<file path="src/rtl/pfm_pkg.sv">
package pfm_pkg;

	localparam int TIME_BITS_DEFAULT = 48;
	localparam int NOW_BITS = 48;
	localparam int COUNT_BITS = 32;
	localparam int VOLUME_BITS = 64;
	localparam int RATE_BITS = 52;
	localparam int STEP_BITS = $clog2(RATE_BITS);
	localparam int OUT_DATA_BITS = 152;
	localparam int ADDR_BITS = 3;

	localparam logic [31:0] VPP_RESET = 32'd65536;
	localparam logic [31:0] MIN_RATE_RESET = 32'd3277;
	localparam logic [19:0] US_PER_SECOND = 20'd1000000;
	localparam logic [RATE_BITS-1:0] RATE_MAX = '1;

	localparam logic [1:0] CMD_PULSE = 2'd0;
	localparam logic [1:0] CMD_QUERY = 2'd1;
	localparam logic [1:0] CMD_ZERO = 2'd2;

	localparam logic REG_VPP = 1'b0;
	localparam logic REG_MIN_RATE = 1'b1;

	typedef struct packed {
		logic load;
		logic calc;
		logic step;
		logic finish;
	} pfm_cmd_t;

	typedef struct packed {
		logic div_last;
		logic out_free;
	} pfm_status_t;

endpackage

</file>
<file path="src/rtl/pfm_regs.sv">
module pfm_regs import pfm_pkg::*; (
	input  logic                 clk,
	input  logic                 arst_n,
	input  logic                 psel,
	input  logic                 penable,
	input  logic                 pwrite,
	input  logic [ADDR_BITS-1:0] paddr,
	input  logic [31:0]          pwdata,
	output logic [31:0]          prdata,
	output logic                 pready,
	output logic [31:0]          vpp,
	output logic [31:0]          min_rate
);

	logic [31:0] vpp_q;
	logic [31:0] min_rate_q;
	logic        wr_en;

	assign wr_en = psel && penable && pwrite;
	assign pready = 1'b1;

	always_ff @(posedge clk or negedge arst_n) begin
		if (!arst_n) begin
			vpp_q <= VPP_RESET;
			min_rate_q <= MIN_RATE_RESET;
		end else if (wr_en) begin
			if (paddr[2] == REG_VPP) begin
				vpp_q <= pwdata;
			end else begin
				min_rate_q <= pwdata;
			end
		end
	end

	assign prdata = (paddr[2] == REG_MIN_RATE) ? min_rate_q : vpp_q;
	assign vpp = vpp_q;
	assign min_rate = min_rate_q;

endmodule

</file>
<file path="src/rtl/pfm_ctrl.sv">
module pfm_ctrl import pfm_pkg::*; (
	input  logic        clk,
	input  logic        arst_n,
	input  logic        s_tvalid,
	output logic        s_tready,
	input  pfm_status_t stat,
	output pfm_cmd_t    cmd
);

	typedef enum logic [1:0] {
		ST_IDLE,
		ST_CALC,
		ST_DIV,
		ST_DONE
	} state_t;

	state_t state_q;
	logic   ready_q;

	always_ff @(posedge clk or negedge arst_n) begin
		if (!arst_n) begin
			state_q <= ST_IDLE;
			ready_q <= 1'b1;
		end else begin
			case (state_q)
				ST_IDLE: begin
					if (s_tvalid && ready_q) begin
						state_q <= ST_CALC;
						ready_q <= 1'b0;
					end
				end
				ST_CALC: begin
					state_q <= ST_DIV;
				end
				ST_DIV: begin
					if (stat.div_last) begin
						state_q <= ST_DONE;
					end
				end
				ST_DONE: begin
					if (stat.out_free) begin
						state_q <= ST_IDLE;
						ready_q <= 1'b1;
					end
				end
				default: begin
					state_q <= ST_IDLE;
					ready_q <= 1'b1;
				end
			endcase
		end
	end

	assign s_tready = ready_q;

	always_comb begin
		cmd.load = s_tvalid && ready_q;
		cmd.calc = (state_q == ST_CALC);
		cmd.step = (state_q == ST_DIV);
		cmd.finish = (state_q == ST_DONE) && stat.out_free;
	end

endmodule

</file>
<file path="src/rtl/pfm_datapath.sv">
module pfm_datapath import pfm_pkg::*; #(
	parameter int TIME_BITS = TIME_BITS_DEFAULT
) (
	input  logic                     clk,
	input  logic                     arst_n,
	input  pfm_cmd_t                 cmd,
	output pfm_status_t              stat,
	input  logic [NOW_BITS-1:0]      s_tdata,
	input  logic [1:0]               s_tuser,
	input  logic [31:0]              vpp,
	input  logic [31:0]              min_rate,
	output logic                     m_tvalid,
	input  logic                     m_tready,
	output logic [OUT_DATA_BITS-1:0] m_tdata,
	output logic                     m_tuser
);

	logic [TIME_BITS-1:0]   now_in;
	logic [TIME_BITS-1:0]   now_q;
	logic [TIME_BITS-1:0]   last_time_q;
	logic [TIME_BITS-1:0]   last_intv_q;
	logic [TIME_BITS-1:0]   since;
	logic [TIME_BITS-1:0]   divisor;
	logic [TIME_BITS-1:0]   divisor_q;
	logic [COUNT_BITS-1:0]  count_q;
	logic                   seen_q;
	logic                   zero_div_q;
	logic [RATE_BITS-1:0]   dividend;
	logic [VOLUME_BITS-1:0] volume;
	logic [VOLUME_BITS-1:0] volume_q;
	logic [RATE_BITS-1:0]   quo_q;
	logic [TIME_BITS-1:0]   rem_q;
	logic [TIME_BITS:0]     trial;
	logic [TIME_BITS:0]     diff;
	logic                   fits;
	logic [STEP_BITS-1:0]   cnt_q;
	logic [RATE_BITS-1:0]   rate;
	logic                   sat;
	logic [COUNT_BITS-1:0]  pulse_o_q;
	logic [VOLUME_BITS-1:0] volume_o_q;
	logic [RATE_BITS-1:0]   rate_o_q;
	logic                   sat_o_q;
	logic                   m_tvalid_q;

	assign now_in = TIME_BITS'(s_tdata);

	always_ff @(posedge clk or negedge arst_n) begin
		if (!arst_n) begin
			count_q <= '0;
			seen_q <= 1'b0;
			last_time_q <= '0;
			last_intv_q <= '0;
		end else if (cmd.load) begin
			case (s_tuser)
				CMD_PULSE: begin
					if (count_q != '1) begin
						count_q <= count_q + 1'b1;
					end
					if (seen_q) begin
						last_intv_q <= now_in - last_time_q;
					end
					seen_q <= 1'b1;
					last_time_q <= now_in;
				end
				CMD_ZERO: begin
					count_q <= '0;
					seen_q <= 1'b0;
					last_time_q <= '0;
					last_intv_q <= '0;
				end
				default: begin
				end
			endcase
		end
	end

	always_ff @(posedge clk) begin
		if (cmd.load) begin
			now_q <= now_in;
		end
	end

	assign since = now_q - last_time_q;
	assign divisor = (since < last_intv_q) ? last_intv_q : since;
	assign dividend = RATE_BITS'(vpp) * RATE_BITS'(US_PER_SECOND);
	assign volume = VOLUME_BITS'(count_q) * VOLUME_BITS'(vpp);

	assign trial = {rem_q, quo_q[RATE_BITS-1]};
	assign diff = trial - {1'b0, divisor_q};
	assign fits = (trial >= {1'b0, divisor_q});

	always_ff @(posedge clk) begin
		if (cmd.calc) begin
			divisor_q <= divisor;
			zero_div_q <= (divisor == '0);
			volume_q <= volume;
			quo_q <= dividend;
			rem_q <= '0;
		end else if (cmd.step) begin
			rem_q <= fits ? diff[TIME_BITS-1:0] : trial[TIME_BITS-1:0];
			quo_q <= {quo_q[RATE_BITS-2:0], fits};
		end
	end

	always_ff @(posedge clk or negedge arst_n) begin
		if (!arst_n) begin
			cnt_q <= '0;
		end else if (cmd.calc) begin
			cnt_q <= '0;
		end else if (cmd.step) begin
			cnt_q <= cnt_q + 1'b1;
		end
	end

	assign stat.div_last = (cnt_q == STEP_BITS'(RATE_BITS - 1));
	assign stat.out_free = !m_tvalid_q || m_tready;

	always_comb begin
		rate = '0;
		sat = 1'b0;
		if (seen_q) begin
			if (zero_div_q) begin
				rate = RATE_MAX;
				sat = 1'b1;
			end else if (quo_q >= RATE_BITS'(min_rate)) begin
				rate = quo_q;
			end
		end
	end

	always_ff @(posedge clk or negedge arst_n) begin
		if (!arst_n) begin
			m_tvalid_q <= 1'b0;
		end else if (cmd.finish) begin
			m_tvalid_q <= 1'b1;
		end else if (m_tready) begin
			m_tvalid_q <= 1'b0;
		end
	end

	always_ff @(posedge clk) begin
		if (cmd.finish) begin
			pulse_o_q <= count_q;
			volume_o_q <= volume_q;
			rate_o_q <= rate;
			sat_o_q <= sat;
		end
	end

	assign m_tvalid = m_tvalid_q;
	assign m_tdata = {4'b0, rate_o_q, volume_o_q, pulse_o_q};
	assign m_tuser = sat_o_q;

endmodule

</file>
<file path="src/rtl/pulse_flow_meter_unit.sv">
// Channel  | Direction | Handshake          | Payload
// s_axis   | in        | s_tvalid/s_tready  | tdata now_us, tuser command
// m_axis   | out       | m_tvalid/m_tready  | tdata pulse_total/volume/flow_rate, tuser sat
// apb      | in        | psel/penable       | volume_per_pulse at 0x0, min_rate at 0x4
//
// An item passes from acceptance to a valid result through the interval compare and the
// two multiplies, 52 steps of the radix-2 divider and the load of the output register,
// which waits until the output register is free. s_tready returns with the output load,
// so the next word is taken only after the previous result has been loaded.
// Reset clears the meter state and the handshake logic and loads the register defaults.
// A result waits in the output register while m_tready is low; the next item is taken
// once the pending result has been loaded there.
module pulse_flow_meter_unit import pfm_pkg::*; #(
	parameter int TIME_BITS = TIME_BITS_DEFAULT
) (
	input  logic                     clk,
	input  logic                     arst_n,
	input  logic                     s_tvalid,
	output logic                     s_tready,
	input  logic [NOW_BITS-1:0]      s_tdata,  // now_us [47:0]
	input  logic [1:0]               s_tuser,  // command [1:0]
	output logic                     m_tvalid,
	input  logic                     m_tready,
	output logic [OUT_DATA_BITS-1:0] m_tdata,  // pulse_total [31:0], volume [95:32],
	                                           // flow_rate [147:96], zero [151:148]
	output logic                     m_tuser,  // rate_saturated [0]
	input  logic                     psel,
	input  logic                     penable,
	input  logic                     pwrite,
	input  logic [ADDR_BITS-1:0]     paddr,
	input  logic [31:0]              pwdata,
	output logic [31:0]              prdata,
	output logic                     pready
);

	pfm_cmd_t    cmd;
	pfm_status_t stat;
	logic [31:0] vpp;
	logic [31:0] min_rate;

	pfm_regs u_regs (
		.clk      (clk),
		.arst_n   (arst_n),
		.psel     (psel),
		.penable  (penable),
		.pwrite   (pwrite),
		.paddr    (paddr),
		.pwdata   (pwdata),
		.prdata   (prdata),
		.pready   (pready),
		.vpp      (vpp),
		.min_rate (min_rate)
	);

	pfm_ctrl u_ctrl (
		.clk      (clk),
		.arst_n   (arst_n),
		.s_tvalid (s_tvalid),
		.s_tready (s_tready),
		.stat     (stat),
		.cmd      (cmd)
	);

	pfm_datapath #(
		.TIME_BITS (TIME_BITS)
	) u_datapath (
		.clk      (clk),
		.arst_n   (arst_n),
		.cmd      (cmd),
		.stat     (stat),
		.s_tdata  (s_tdata),
		.s_tuser  (s_tuser),
		.vpp      (vpp),
		.min_rate (min_rate),
		.m_tvalid (m_tvalid),
		.m_tready (m_tready),
		.m_tdata  (m_tdata),
		.m_tuser  (m_tuser)
	);

	a_busy_after_accept: assert property (@(posedge clk) disable iff (!arst_n)
		(s_tvalid && s_tready) |=> !s_tready)
		else $error("input taken while an item is in progress");

	a_no_overwrite: assert property (@(posedge clk) disable iff (!arst_n)
		cmd.finish |-> !(m_tvalid && !m_tready))
		else $error("pending result overwritten");

	a_sat_max: assert property (@(posedge clk) disable iff (!arst_n)
		(m_tvalid && m_tuser) |-> (m_tdata[147:96] == RATE_MAX))
		else $error("saturated rate is not full scale");

	a_step_excl: assert property (@(posedge clk) disable iff (!arst_n)
		cmd.step |-> !(cmd.finish || cmd.calc || cmd.load))
		else $error("divider step overlaps another command");

endmodule

</file>
<file path="config.mk">
export PLATFORM = sky130hd
export DESIGN_NAME = pulse_flow_meter_unit
export DESIGN_NICKNAME = d
export VERILOG_FILES = /design/src/rtl/pfm_pkg.sv /design/src/rtl/pfm_regs.sv /design/src/rtl/pfm_ctrl.sv /design/src/rtl/pfm_datapath.sv /design/src/rtl/pulse_flow_meter_unit.sv
export SDC_FILE = /design/constraint.sdc
export NUM_CORES = 2
export LEC_CHECK = 0
export BUFFER_PORTS_ARGS = -buffer_cell sky130_fd_sc_hd__buf_2
export CAP_MARGIN = 20
export CORE_MARGIN = 4
export CORE_UTILIZATION = 59
export DETAILED_ROUTE_END_ITERATION = 7
export GPL_TIMING_DRIVEN = 1
export PLACE_DENSITY = 0.76
export SYNTH_ARGS = -nofsm -noshare
export SYNTH_HDL_FRONTEND = slang
export SYNTH_SLANG_ARGS = --single-unit
</file>
<file path="constraint.sdc">
create_clock -name clk -period 14.9 [get_ports clk]
set_input_delay 0.745 -clock clk [delete_from_list [all_inputs] [get_ports clk]]
set_output_delay 0.745 -clock clk [all_outputs]
set_load 0.01 [all_outputs]
</file>
==> results by group <==
Final layout
  – Commonest non-fill, non-tap cell in the layout: inv_1
  – P&R area growth vs syn: 6.95%
  – Layout cells sized above 1: 0.0833
  – Number of nets in the layout: 9310
  – Commonest non-fill, non-tap cells in the layout: 1214 x inv_1, 1034 x fa_1, 806 x nand2_1

Setup path
  – Crit Path Class: reg2reg
  – CP Max Fanout: 26
  – CP max stage delay: 0.97 ns
  – Most common cell type on the critical path: fa_1
  – CP startpoint kind: flip-flop
  – Worst EP arrival: 10.39 ns
  – Worst Path Required: 15.31 ns
  – Critical Path End Type: flip-flop
  – Slowest-stage cell, CP: dfrtp_1

Clocking
  – Clock sink count: 613
  – Max H-tree Level: 3
  – Longest Clk Path Bufs: 3
  – CTS buffer count: 73
  – Post-CTS Resized: 0
  – Root Driver: clkbuf_16
  – CTS tree: yes
  – Clock transition at path regs: 0.06 ns
  – Hold bufs inserted after CTS: 0
  – # Post-CTS Setup Buffers: 0
  – Latest clock arrival within the worst-skew pair: 0.71 ns

Timing
  – Final setup violating endpoints: 0
  – Final Hold Vio Count: 0
  – Pins Over Slew Limit: 0
  – Fin Setup TNS: 0 ns
  – Slew @ Worst Pin: 1.21 ns
  – Unrepaired setup endpoints after global routing: no
  – Clk_skew: 0.0408 ns
  – Final min period: 9.98 ns
  – Peak Freq: 100 MHz
  – Period Utilization, post-route: 0.670
  – Relative slew slack: 0.195

Synth
  – Asr flop ratio synth: 0.331
  – Synth top area cells: fa_1 29%, edfxtp_1 15%, ha_1 11%
  – Post-synth top area share: 0.285
  – EDFF count, synth: 356
  – Unique masters post-synth: 92
  – Area leader, netlist: fa_1
  – Yosys warning total: 0
  – Mapped Area: 72600 um^2
  – Post-synthesis register bit count: 613
  – Cells after Synth: 7481
  – Post-synth top flop: edfxtp_1
  – Seq/Total Area, Yosys: 0.232
  – Syn avg cell area: 9.70 um^2

GRT
  – Met3 usage in global routing: 0.0580
  – Global-route wire length before repair: 306000 um
  – Total track usage: 0.305
  – Busiest grt layer: met2
  – Total grt overflow: 0
  – Largest net degree at the start of global routing: 97
  – Vias in the first global route: 56400
  – Antenna violations before repair: 4
  – GRT met1 Usage: 0.392
  – GR Util met2: 0.497

Route
  – Routed WL per cell: 20.7 um
  – Post-Route WL: 191000 um
  – Detailed Route Iter0 Violations: 4325
  – First-pass DRT Iterations: 5
  – DRC viols: 0
  – Via count: 53900
  – Detail Route Antenna Nets: 0
  – Vias per Instance: 5.84

Die
  – Full die area: 129000 um^2
  – Die width: 359 um
  – Placement Rows: 128
  – CORE AREA: 122000 um^2
  – # IOs: 280
  – Initial core utilization: 0.595
  – Vert. Die Dim: 359 um

Place
  – Detailed placer's ending HPWL: 138000 um
  – I/O Buffers: 272
  – GP Congestion: 0.923

Worst hold path
  – Hold Crit Class: in2async

Run status
  – Status: completed

Job
  – Max-cap violation count: 0
## worst paths after layout
path | startpoint | end | slack [ns] | cells past startpoint
max | u_regs.vpp[6]$_DFFE_PN0P_ | u_datapath.volume_q[56]$_DFFE_PP_ | 4.92 | 26
min | arst_n | u_datapath.last_time_q[13]$_DFFE_PN0P_ | 0.04 | 1
max reg2reg | u_regs.vpp[6]$_DFFE_PN0P_ | u_datapath.volume_q[56]$_DFFE_PP_ | 4.92 | 26
min reg2reg | u_datapath.volume_q[13]$_DFFE_PP_ | u_datapath.volume_o_q[13]$_DFFE_PP_ | 0.41 | 0
max in group asynchronous | arst_n | u_regs.min_rate[4]$_DFFE_PN0P_ | 13.36 | 2
min in group clk | s_tdata[0] | u_datapath.now_q[0]$_DFFE_PP_ | 0.26 | 1
## layer usage
metal,wire [um],vias up
li1,-,24100
met1,74600,26800
met2,89400,2288
met3,16000,646
met4,11000,4
met5,22,-
## cells in the mapped netlist (22+ instances only)
cell and n:
o21bai_1 31, a21oi_1 302, nor3_1 41, xnor2_1 138
xor2_1 108, nand2b_1 33, nor2b_1 35, nand3_1 70
clkbuf_1 358, nand2_1 806, edfxtp_1 356, o31ai_1 22
nand4_1 69, a21o_1 186, o21ai_0 304, mux2i_1 25
and2_1 585, nor2_1 320, mux2_2 116, ha_1 644
and3_1 31, a211oi_1 66, o21a_1 44, dfrtp_1 194
fa_1 1034, a31oi_1 30, dfxtp_1 54, inv_1 1215
## registers in the layout, indices dropped and copies added, names as in the netlist, 2 cells and up
register	cells
u_datapath.volume_q	64
u_datapath.divisor_q	48
u_datapath.rem_q	48
u_datapath.quo_q	52
u_regs.vpp	32
u_ctrl.state_q	2
u_datapath.now_q	48
u_datapath.rate_o_q	52
u_datapath.volume_o_q	64
u_datapath.pulse_o_q	32
u_regs.min_rate	32
u_datapath.cnt_q	6
u_datapath.last_time_q	48
u_datapath.last_intv_q	48
u_datapath.count_q	32
## cells by family (layout without fill, tap and decap cells)
logic type | Yosys count | count (layout) | synth area share
AOI/OAI and AO/OA | 1128 | 1128 | 0.0968
xor gates and xnor gates | 246 | 246 | 0.0297
adders and majority gates | 1678 | 1678 | 0.396
buffers and inverters | 1594 | 1707 | 0.0831
DFF | 613 | 613 | 0.232
muxes | 143 | 143 | 0.0218
other | 2 | 6 | 0.000103
and+or+nand+nor | 2077 | 2077 | 0.140
## final cells by class
type | count | area, um^2
Clock buffer | 86 | 1910
Antenna cell | 1 | 2.50
Multi-Input combinational cell | 5277 | 49700
Fill cell | 9930 | 44400
Clock inverter | 46 | 458
Timing Repair Buffer | 359 | 2040
Tap cell | 1625 | 2030
Sequential cell | 613 | 16900
Inverter | 1216 | 4560
## critical path: cells and delay by family (launching register included)
family,cells,cell delay [ns]
compound gates,8,1.96
simple gates,5,1.59
xor+xnor,1,0.11
fa+ha+maj,9,4.47
flops,1,0.97
buf+inv,3,0.58
## through the flow
stage | util | hold WS, ns | std cells | worst slack, ns | cell area (um^2)
after global routing | 0.636 | 0.0888 | 9223 | 4.43 | 77600
final | 0.636 | 0.0416 | 9223 | 4.92 | 77600
after global placement | 0.616 | 0.400 | 9088 | 5.17 | 75200
after floorplan | - | 0.400 | 7484 | 6.89 | 72600
after detailed placement | 0.616 | 0.405 | 9088 | 5.09 | 75200
after CTS | 0.636 | 0.0365 | 9220 | 5.06 | 77600
Power is not shown: default switching activity piles up to over one toggle a cycle in this logic, so the estimate is an artifact.
